`src/hdl/xbr_pkg.sv`:
```
`default_nettype none

package xbr_pkg;

    localparam int BOUND_W = 32;
    localparam int VALUE_W = 31;
    localparam int WORD_W = 64;

    localparam logic [63:0] GOLDEN_STEP = 64'h9e3779b97f4a7c15;
    localparam logic [63:0] MIX_MUL_A = 64'hbf58476d1ce4e5b9;
    localparam logic [63:0] MIX_MUL_B = 64'h94d049bb133111eb;
    localparam logic [63:0] SEED_RESET = 64'd42;

    localparam int ROT_LATE = 45;
    localparam int ROT_OUT = 7;
    localparam int SHIFT_T = 17;
    localparam int TOP_SHIFT = 33;

    localparam logic [1:0] OP_RESEED = 2'd0;
    localparam logic [1:0] OP_DRAW = 2'd1;
    localparam logic [1:0] OP_ZERO_BOUND = 2'd2;

    typedef struct packed {
        logic [1:0]         op;
        logic [BOUND_W-1:0] bound;
    } xbr_item_t;

endpackage

`default_nettype wire

```
`src/hdl/xbr_front.sv`:
```
`default_nettype none

module xbr_front (
    input  wire logic                      aclk,
    input  wire logic                      aresetn,
    input  wire logic                      s_valid,
    output logic                           s_ready,
    input  wire logic                      s_kind,
    input  wire logic [xbr_pkg::BOUND_W-1:0] s_bound,
    output logic                           push_valid,
    output xbr_pkg::xbr_item_t             push_item,
    input  wire logic                      queue_full
);

    logic               valid_reg;
    logic               valid_next;
    xbr_pkg::xbr_item_t item_reg;
    xbr_pkg::xbr_item_t item_next;
    logic               push_done;
    logic               accept;

    assign push_done = valid_reg && !queue_full;
    assign s_ready = !valid_reg || !queue_full;
    assign accept = s_valid && s_ready;
    assign push_valid = valid_reg;
    assign push_item = item_reg;

    always_comb begin
        valid_next = valid_reg;
        item_next = item_reg;
        if (push_done) begin
            valid_next = 1'b0;
        end
        if (accept) begin
            valid_next = 1'b1;
            item_next.bound = s_bound;
            if (!s_kind) begin
                item_next.op = xbr_pkg::OP_RESEED;
            end else if (s_bound == '0) begin
                item_next.op = xbr_pkg::OP_ZERO_BOUND;
            end else begin
                item_next.op = xbr_pkg::OP_DRAW;
            end
        end
    end

    always_ff @(posedge aclk) begin
        if (!aresetn) begin
            valid_reg <= 1'b0;
        end else begin
            valid_reg <= valid_next;
        end
        item_reg <= item_next;
    end

endmodule

`default_nettype wire

```
`src/hdl/xbr_queue.sv`:
```
`default_nettype none

module xbr_queue #(
    parameter int DEPTH = 2
) (
    input  wire logic               aclk,
    input  wire logic               aresetn,
    input  wire logic               push,
    input  wire xbr_pkg::xbr_item_t push_item,
    output logic                    full,
    input  wire logic               pop,
    output xbr_pkg::xbr_item_t      head_item,
    output logic                    empty
);

    localparam int PTR_W = (DEPTH > 1) ? $clog2(DEPTH) : 1;
    localparam int CNT_W = $clog2(DEPTH + 1);
    localparam logic [PTR_W-1:0] PTR_LAST = PTR_W'(DEPTH - 1);

    xbr_pkg::xbr_item_t mem_reg [DEPTH];
    logic [PTR_W-1:0]   wr_ptr_reg;
    logic [PTR_W-1:0]   wr_ptr_next;
    logic [PTR_W-1:0]   rd_ptr_reg;
    logic [PTR_W-1:0]   rd_ptr_next;
    logic [CNT_W-1:0]   count_reg;
    logic [CNT_W-1:0]   count_next;
    logic               do_push;
    logic               do_pop;

    assign full = (count_reg == CNT_W'(DEPTH));
    assign empty = (count_reg == '0);
    assign do_push = push && !full;
    assign do_pop = pop && !empty;
    assign head_item = mem_reg[rd_ptr_reg];

    always_comb begin
        wr_ptr_next = wr_ptr_reg;
        rd_ptr_next = rd_ptr_reg;
        count_next = count_reg;
        if (do_push) begin
            wr_ptr_next = (wr_ptr_reg == PTR_LAST) ? '0 : wr_ptr_reg + 1'b1;
        end
        if (do_pop) begin
            rd_ptr_next = (rd_ptr_reg == PTR_LAST) ? '0 : rd_ptr_reg + 1'b1;
        end
        if (do_push && !do_pop) begin
            count_next = count_reg + 1'b1;
        end else if (do_pop && !do_push) begin
            count_next = count_reg - 1'b1;
        end
    end

    always_ff @(posedge aclk) begin
        if (!aresetn) begin
            wr_ptr_reg <= '0;
            rd_ptr_reg <= '0;
            count_reg <= '0;
        end else begin
            wr_ptr_reg <= wr_ptr_next;
            rd_ptr_reg <= rd_ptr_next;
            count_reg <= count_next;
        end
        if (do_push) begin
            mem_reg[wr_ptr_reg] <= push_item;
        end
    end

endmodule

`default_nettype wire

```
`src/hdl/xbr_back.sv`:
```
`default_nettype none

module xbr_back (
    input  wire logic                        aclk,
    input  wire logic                        aresetn,
    input  wire logic                        cfg_wr_en,
    input  wire logic [63:0]                 cfg_wr_data,
    input  wire logic                        queue_empty,
    input  wire xbr_pkg::xbr_item_t          head_item,
    output logic                             pop,
    output logic                             m_valid,
    input  wire logic                        m_ready,
    output logic [xbr_pkg::VALUE_W-1:0]      m_value,
    output logic                             m_bad_bound
);

    localparam logic [3:0] ST_IDLE = 4'd0;
    localparam logic [3:0] ST_MIX_SEED = 4'd1;
    localparam logic [3:0] ST_MUL = 4'd2;
    localparam logic [3:0] ST_MIX_MID = 4'd3;
    localparam logic [3:0] ST_STORE = 4'd4;
    localparam logic [3:0] ST_GEN = 4'd5;
    localparam logic [3:0] ST_SCRAMBLE = 4'd6;
    localparam logic [3:0] ST_DIV = 4'd7;
    localparam logic [3:0] ST_DONE = 4'd8;

    localparam logic [1:0] MUL_LAST = 2'd2;
    localparam logic [1:0] WORD_LAST = 2'd3;
    localparam int DIV_CNT_W = $clog2(xbr_pkg::VALUE_W);
    localparam logic [DIV_CNT_W-1:0] DIV_START = DIV_CNT_W'(xbr_pkg::VALUE_W - 1);

    logic [3:0]  state_reg, state_next;
    logic [63:0] seed_reg, seed_next;
    logic [63:0] gen_reg [4];
    logic [63:0] gen_next [4];
    logic [63:0] mix_reg, mix_next;
    logic [63:0] mul_a_reg, mul_a_next;
    logic [63:0] acc_reg, acc_next;
    logic [1:0]  phase_reg, phase_next;
    logic        mul_sel_reg, mul_sel_next;
    logic [1:0]  word_reg, word_next;
    logic [63:0] scr_reg, scr_next;
    logic [31:0] bound_reg, bound_next;
    logic [xbr_pkg::VALUE_W-1:0] quot_reg, quot_next;
    logic [32:0] rem_reg, rem_next;
    logic [DIV_CNT_W-1:0] div_cnt_reg, div_cnt_next;
    logic [xbr_pkg::VALUE_W-1:0] res_value_reg, res_value_next;
    logic        res_bad_reg, res_bad_next;
    logic        m_valid_reg, m_valid_next;
    logic [xbr_pkg::VALUE_W-1:0] m_value_reg, m_value_next;
    logic        m_bad_reg, m_bad_next;

    logic [63:0] mul_const;
    logic [31:0] mul_x;
    logic [31:0] mul_y;
    logic [63:0] mul_prod;
    logic [63:0] seed_sum;
    logic [63:0] w1_times5;
    logic [63:0] scr_times9;
    logic [63:0] t_word;
    logic [63:0] n0, n1, n2, n3;
    logic [32:0] trial;

    assign mul_const = mul_sel_reg ? xbr_pkg::MIX_MUL_B : xbr_pkg::MIX_MUL_A;
    assign mul_x = (phase_reg == 2'd1) ? mul_a_reg[63:32] : mul_a_reg[31:0];
    assign mul_y = (phase_reg == MUL_LAST) ? mul_const[63:32] : mul_const[31:0];
    assign mul_prod = {32'd0, mul_x} * {32'd0, mul_y};

    assign seed_sum = mix_reg + xbr_pkg::GOLDEN_STEP;
    assign w1_times5 = gen_reg[1] + {gen_reg[1][61:0], 2'b00};
    assign scr_times9 = scr_reg + {scr_reg[60:0], 3'b000};
    assign t_word = gen_reg[1] << xbr_pkg::SHIFT_T;

    assign n2 = gen_reg[2] ^ gen_reg[0];
    assign n3 = gen_reg[3] ^ gen_reg[1];
    assign n1 = gen_reg[1] ^ n2;
    assign n0 = gen_reg[0] ^ n3;

    assign trial = {rem_reg[31:0], quot_reg[xbr_pkg::VALUE_W-1]};

    assign pop = (state_reg == ST_IDLE) && !queue_empty;
    assign m_valid = m_valid_reg;
    assign m_value = m_value_reg;
    assign m_bad_bound = m_bad_reg;

    always_comb begin
        state_next = state_reg;
        seed_next = cfg_wr_en ? cfg_wr_data : seed_reg;
        for (int k = 0; k < 4; k++) begin
            gen_next[k] = gen_reg[k];
        end
        mix_next = mix_reg;
        mul_a_next = mul_a_reg;
        acc_next = acc_reg;
        phase_next = phase_reg;
        mul_sel_next = mul_sel_reg;
        word_next = word_reg;
        scr_next = scr_reg;
        bound_next = bound_reg;
        quot_next = quot_reg;
        rem_next = rem_reg;
        div_cnt_next = div_cnt_reg;
        res_value_next = res_value_reg;
        res_bad_next = res_bad_reg;
        m_valid_next = m_valid_reg;
        m_value_next = m_value_reg;
        m_bad_next = m_bad_reg;

        if (m_valid_reg && m_ready) begin
            m_valid_next = 1'b0;
        end

        unique case (state_reg)
            ST_IDLE: begin
                if (!queue_empty) begin
                    bound_next = head_item.bound;
                    if (head_item.op == xbr_pkg::OP_RESEED) begin
                        mix_next = seed_reg;
                        word_next = '0;
                        state_next = ST_MIX_SEED;
                    end else begin
                        res_bad_next = (head_item.op == xbr_pkg::OP_ZERO_BOUND);
                        state_next = ST_GEN;
                    end
                end
            end
            ST_MIX_SEED: begin
                mix_next = seed_sum;
                mul_a_next = seed_sum ^ (seed_sum >> 30);
                mul_sel_next = 1'b0;
                phase_next = '0;
                state_next = ST_MUL;
            end
            ST_MUL: begin
                if (phase_reg == '0) begin
                    acc_next = mul_prod;
                end else begin
                    acc_next = acc_reg + {mul_prod[31:0], 32'd0};
                end
                phase_next = phase_reg + 1'b1;
                if (phase_reg == MUL_LAST) begin
                    state_next = mul_sel_reg ? ST_STORE : ST_MIX_MID;
                end
            end
            ST_MIX_MID: begin
                mul_a_next = acc_reg ^ (acc_reg >> 27);
                mul_sel_next = 1'b1;
                phase_next = '0;
                state_next = ST_MUL;
            end
            ST_STORE: begin
                gen_next[word_reg] = acc_reg ^ (acc_reg >> 31);
                if (word_reg == WORD_LAST) begin
                    res_value_next = '0;
                    res_bad_next = 1'b0;
                    state_next = ST_DONE;
                end else begin
                    word_next = word_reg + 1'b1;
                    state_next = ST_MIX_SEED;
                end
            end
            ST_GEN: begin
                scr_next = {w1_times5[63-xbr_pkg::ROT_OUT:0],
                            w1_times5[63:64-xbr_pkg::ROT_OUT]};
                gen_next[0] = n0;
                gen_next[1] = n1;
                gen_next[2] = n2 ^ t_word;
                gen_next[3] = {n3[63-xbr_pkg::ROT_LATE:0], n3[63:64-xbr_pkg::ROT_LATE]};
                state_next = ST_SCRAMBLE;
            end
            ST_SCRAMBLE: begin
                quot_next = scr_times9[63:xbr_pkg::TOP_SHIFT];
                rem_next = '0;
                div_cnt_next = DIV_START;
                if (res_bad_reg) begin
                    res_value_next = '0;
                    state_next = ST_DONE;
                end else begin
                    state_next = ST_DIV;
                end
            end
            ST_DIV: begin
                if (trial >= {1'b0, bound_reg}) begin
                    rem_next = trial - {1'b0, bound_reg};
                end else begin
                    rem_next = trial;
                end
                quot_next = {quot_reg[xbr_pkg::VALUE_W-2:0], 1'b0};
                div_cnt_next = div_cnt_reg - 1'b1;
                if (div_cnt_reg == '0) begin
                    res_value_next = rem_next[xbr_pkg::VALUE_W-1:0];
                    state_next = ST_DONE;
                end
            end
            ST_DONE: begin
                if (!m_valid_reg || m_ready) begin
                    m_valid_next = 1'b1;
                    m_value_next = res_value_reg;
                    m_bad_next = res_bad_reg;
                    state_next = ST_IDLE;
                end
            end
            default: begin
                state_next = ST_IDLE;
            end
        endcase
    end

    always_ff @(posedge aclk) begin
        if (!aresetn) begin
            state_reg <= ST_IDLE;
            seed_reg <= xbr_pkg::SEED_RESET;
            for (int k = 0; k < 4; k++) begin
                gen_reg[k] <= '0;
            end
            m_valid_reg <= 1'b0;
            res_bad_reg <= 1'b0;
        end else begin
            state_reg <= state_next;
            seed_reg <= seed_next;
            for (int k = 0; k < 4; k++) begin
                gen_reg[k] <= gen_next[k];
            end
            m_valid_reg <= m_valid_next;
            res_bad_reg <= res_bad_next;
        end
        mix_reg <= mix_next;
        mul_a_reg <= mul_a_next;
        acc_reg <= acc_next;
        phase_reg <= phase_next;
        mul_sel_reg <= mul_sel_next;
        word_reg <= word_next;
        scr_reg <= scr_next;
        bound_reg <= bound_next;
        quot_reg <= quot_next;
        rem_reg <= rem_next;
        div_cnt_reg <= div_cnt_next;
        res_value_reg <= res_value_next;
        m_value_reg <= m_value_next;
        m_bad_reg <= m_bad_next;
    end

endmodule

`default_nettype wire

```
`src/hdl/xoshiro_bounded_random.sv`:
```
// A draw goes from the queue head through the generator step, the scrambler and the
// 31-step restoring remainder unit to the result register; a zero bound skips it.
// A reseed runs four splitmix64 rounds of two 64-bit products,
// each built from three 32x32 partial products on one shared multiplier.
// Accepted items are registered in a front stage; one item is processed at a time.
// Synchronous active-low reset clears the generator state to zero and the seed to 42.
`default_nettype none

module xoshiro_bounded_random #(
    parameter int QUEUE_DEPTH = 2
) (
    input  wire logic                          aclk,
    input  wire logic                          aresetn,
    input  wire logic                          cfg_wr_en,
    input  wire logic [63:0]                   cfg_wr_data,
    input  wire logic                          s_valid,
    output logic                               s_ready,
    input  wire logic                          s_kind,
    input  wire logic [xbr_pkg::BOUND_W-1:0]   s_bound,
    output logic                               m_valid,
    input  wire logic                          m_ready,
    output logic [xbr_pkg::VALUE_W-1:0]        m_value,
    output logic                               m_bad_bound
);

    logic               push_valid;
    xbr_pkg::xbr_item_t push_item;
    logic               queue_full;
    logic               queue_empty;
    logic               pop;
    xbr_pkg::xbr_item_t head_item;

    xbr_front u_front (
        .aclk       (aclk),
        .aresetn    (aresetn),
        .s_valid    (s_valid),
        .s_ready    (s_ready),
        .s_kind     (s_kind),
        .s_bound    (s_bound),
        .push_valid (push_valid),
        .push_item  (push_item),
        .queue_full (queue_full)
    );

    xbr_queue #(
        .DEPTH (QUEUE_DEPTH)
    ) u_queue (
        .aclk      (aclk),
        .aresetn   (aresetn),
        .push      (push_valid),
        .push_item (push_item),
        .full      (queue_full),
        .pop       (pop),
        .head_item (head_item),
        .empty     (queue_empty)
    );

    xbr_back u_back (
        .aclk        (aclk),
        .aresetn     (aresetn),
        .cfg_wr_en   (cfg_wr_en),
        .cfg_wr_data (cfg_wr_data),
        .queue_empty (queue_empty),
        .head_item   (head_item),
        .pop         (pop),
        .m_valid     (m_valid),
        .m_ready     (m_ready),
        .m_value     (m_value),
        .m_bad_bound (m_bad_bound)
    );

endmodule

`default_nettype wire

```
`config.mk`:
```
export PLATFORM = sky130hd
export DESIGN_NAME = xoshiro_bounded_random
export DESIGN_NICKNAME = d
export VERILOG_FILES = /design/src/hdl/xbr_pkg.sv /design/src/hdl/xbr_front.sv /design/src/hdl/xbr_queue.sv /design/src/hdl/xbr_back.sv /design/src/hdl/xoshiro_bounded_random.sv
export SDC_FILE = /design/constraint.sdc
export NUM_CORES = 2
export LEC_CHECK = 0
export BUFFER_PORTS_ARGS = -buffer_cell sky130_fd_sc_hd__buf_2
export CORE_MARGIN = 2
export CORE_UTILIZATION = 59
export CTS_CLUSTER_DIAMETER = 30
export CTS_CLUSTER_SIZE = 10
export DETAILED_ROUTE_END_ITERATION = 7
export GPL_TIMING_DRIVEN = 0
export PLACE_DENSITY_LB_ADDON = 0.15
export SYNTH_ARGS = -nofsm -noshare
export SYNTH_HDL_FRONTEND = slang
export SYNTH_SLANG_ARGS = --single-unit
export TNS_END_PERCENT = 10
```
`constraint.sdc`:
```
create_clock -name aclk -period 11.04 [get_ports aclk]
set_input_delay 0.552 -clock aclk [delete_from_list [all_inputs] [get_ports aclk]]
set_output_delay 0.552 -clock aclk [all_outputs]
set_load 0.02 [all_outputs]
```
==> flow_metrics.env <==
export IMPL_fin_crit_ns=10.86
export IMPL_synth_top_family_by_area="adder cells"
export IMPL_drt_iter0_markers=8025
export IMPL_rsz0062_at_grt="yes"
export IMPL_nNetsFinal=9850
export IMPL_synthTopCellsByArea="fa_1 (22%), edfxtp_1 (21%), dfxtp_1 (8.7%)"
export IMPL_antenna_found_initial=17
export IMPL_hold_path_end="u_back.seed_reg[61]"
export IMPL_dp_hpwl_um=230000
export IMPL_root_buffer="clkbuf_16"
export IMPL_status="complete, no violations"
export IMPL_synthToLayoutAreaGrowth_pct=15.5
export IMPL_cts_num_sinks=858
export IMPL_grt_first_pass_wirelength_um=421000
export IMPL_overflow=0
export IMPL_htree_num_levels=4
export IMPL_vias=64900
export IMPL_yosysSeqAreaShare_pct=29.4
export IMPL_clk_latency_ns=0.84
export IMPL_critical_path_class="reg2reg"
export IMPL_reg2reg_depth=36
export IMPL_firstDrtPassIters=7
export IMPL_tightest_slew_ns=1.38
export IMPL_synthAdderAreaFrac_pct=30.2
export IMPL_initial_core_util_pct=59.3
export IMPL_largest_register_ffs=256
export IMPL_dieWidth_um=364
export IMPL_crit_arrival_ns=11.38
export IMPL_slew_headroom_pct=7.15
export IMPL_hp_class="in2reg"
export IMPL_drive_gt1_share_pct=9.07
export IMPL_crit_path_start_kind="register"
export IMPL_r2r_start="u_back.phase_reg[0]"
export IMPL_drcViolationCount=0
export IMPL_wl_per_cell_um=28.3
export IMPL_cts_tree="yes"
export IMPL_required_ns=11.56
export IMPL_crit_top_cell="fa_1"
export IMPL_yosys_warnings=0
export IMPL_clkTransAtPathRegs_ns=0.05
export IMPL_num_io_pins=136
export IMPL_hold_violations=0
export IMPL_port_buffers=133
export IMPL_synth_nets=9384
export IMPL_async_reset_ff_share_pct=0
export IMPL_synthXorXnorAreaFrac_pct=6.26
export IMPL_whs_path_depth=3
export IMPL_path_max_fanout=10
export IMPL_first_global_vias=64100
export IMPL_setup_viol=0
export IMPL_synthCells=7929
export IMPL_numCtsBuffers=194
export IMPL_syn_area_per_cell_um2=9.64
export IMPL_fmaxAchievable_mhz=92.1
export IMPL_cpMaxStageDelayCell="fa_1"
export IMPL_grt_max_degree=69
export IMPL_die_area_um2=132000
export IMPL_layout_common_cells="inv_1 (1,038), fa_1 (825), nor2_1 (757)"
export IMPL_synth_seq_cells=858
export IMPL_synth_edf_count=526
export IMPL_maxSlewViolCount=0
export IMPL_totalWireLength_um=291000
export IMPL_grt_use_total_pct=43.9
export IMPL_synth_top_area_share_pct=21.6
export IMPL_synth_simple_area_share_pct=11.0
export IMPL_hp_start="cfg_wr_data[61]"
export IMPL_gp_congestion=1.04
export IMPL_die_h_um=364
export IMPL_period_share_pct=98.3
export IMPL_rows=132
export IMPL_rrSetupSlack_ns=0.18
export IMPL_ys_flop_type="edfxtp_1"
export IMPL_coreArea_um2=129000
export IMPL_netlist_area_um2=76500
export IMPL_synth_mux_area_share_pct=2.19
export IMPL_clockBufferDepth=3
export IMPL_ant_nets=0
export IMPL_finalClockSkew_ns=0.107
export IMPL_r2r_end="u_back.acc_reg[62]"
export IMPL_final_common_cell="inv_1"
export IMPL_synth_top_area_cell="fa_1"
export IMPL_via_per_inst=6.30
export IMPL_maxCapViolCount=0
export IMPL_utilization_pct=68.5
export IMPL_worstSetupEndpointType="register"
export IMPL_synth_compound_area_share_pct=14.0
export IMPL_netlist_cell_type_count=100
export IMPL_critPathMaxStageDelay_ns=0.60
[cell families after synthesis]
group,count (synthesis)
flip-flops,858
AO/OA/AOI/OAI,1714
multiplexers,161
XOR/XNOR,545
adder cells (fa/ha/maj),1353
AND/OR/NAND/NOR,1898
buffers and inverters,1400
[metal layers]
metal | track usage, % | vias to the layer above | part of all wire, %
met4 | 24.7 | 14 | 6.7
met5 | 0.726 | - | 0.035
met2 | 63.3 | 4346 | 42
met3 | 14.7 | 967 | 13
met1 | 58.0 | 31800 | 38
li1 | - | 27800 | -
[worst max-delay path, delay by kind of cell, from the launching register on]
kind	cells	cell delay, ns
adder cells (fa/ha/maj)	11	5.26
AO/OA/AOI/OAI	10	1.88
buffers and inverters	9	1.78
AND/OR/NAND/NOR	3	0.61
XOR/XNOR	2	0.57
flip-flops	1	0.43
multiplexers	1	0.09
[what timing repair did]
| item | in CTS | in global routing |
|---|---|---|
| setup endpoints to repair | 36 | 12 |
| gates resized for setup | 67 | 97 |
| hold buffers | 69 | 0 |
| endpoints found under the hold margin | 69 | 0 |
| setup buffers | 4 | 37 |
| pin swaps | 0 | 3 |
[synth_stat cells (25+ instances only)]
library cell / number
o22ai_1: 28
nand2_1: 507
and2_1: 53
a2111oi_0: 34
o31ai_1: 52
nand4_1: 49
mux2i_1: 110
xor2_1: 155
inv_1: 1047
dfxtp_1: 332
a21o_1: 153
nor3_1: 179
ha_1: 528
mux2_2: 51
edfxtp_1: 526
o21ai_1: 62
nand2b_1: 29
o21ai_0: 282
nor2b_1: 86
fa_1: 825
a22oi_1: 37
buf_1: 25
a211oi_1: 39
xnor2_1: 389
clkbuf_1: 306
nand3_1: 84
nor2_1: 781
and3_1: 37
o21a_1: 100
o21bai_1: 52
a21oi_1: 627
o221ai_1: 35
a31oi_1: 42
[layout make-up]
class	count	area, um2
Inverter	1052	3980
Buffer	344	1420
Sequential cell	858	22400
Clock inverter	127	1740
Multi-Input combinational cell	5671	49200
Tap cell	1742	2180
Antenna cell	3	7.51
Fill cell	9951	40700
Timing Repair Buffer	274	2080
Clock buffer	238	5280
[worst max path at each step]
stage | to | slack [ns] | from
after floorplan | u_back.acc_reg[62] | 1.37 | u_back.phase_reg[1]
after global placement | u_back.acc_reg[62] | -2.11 | u_back.phase_reg[1]
after detailed placement | u_back.acc_reg[62] | -1.78 | u_back.mul_sel_reg
after CTS | u_back.acc_reg[62] | 0.001 | u_back.phase_reg[1]
after global routing | u_back.acc_reg[61] | -0.05 | u_back.phase_reg[1]
final | u_back.acc_reg[62] | 0.18 | u_back.phase_reg[0]
[metrics by stage]
stage | std cells | cell area, um2 | TNS, ns | setup slack [ns] | hold slack, ns
after floorplan | 7929 | 76500 | 0 | 1.37 | 0.400
after global placement | 9804 | 79300 | -166.69 | -2.11 | 0.403
after detailed placement | 9835 | 79800 | -23.45 | -1.78 | 0.405
after CTS | 10300 | 87700 | 0 | 0.00104 | 0.000755
after global routing | 10300 | 88300 | -0.100 | -0.0492 | 0.0157
final | 10300 | 88300 | 0 | 0.183 | 0.0126
Power is not shown: default switching activity piles up to over one toggle a cycle in this logic, so the estimate is an artifact.
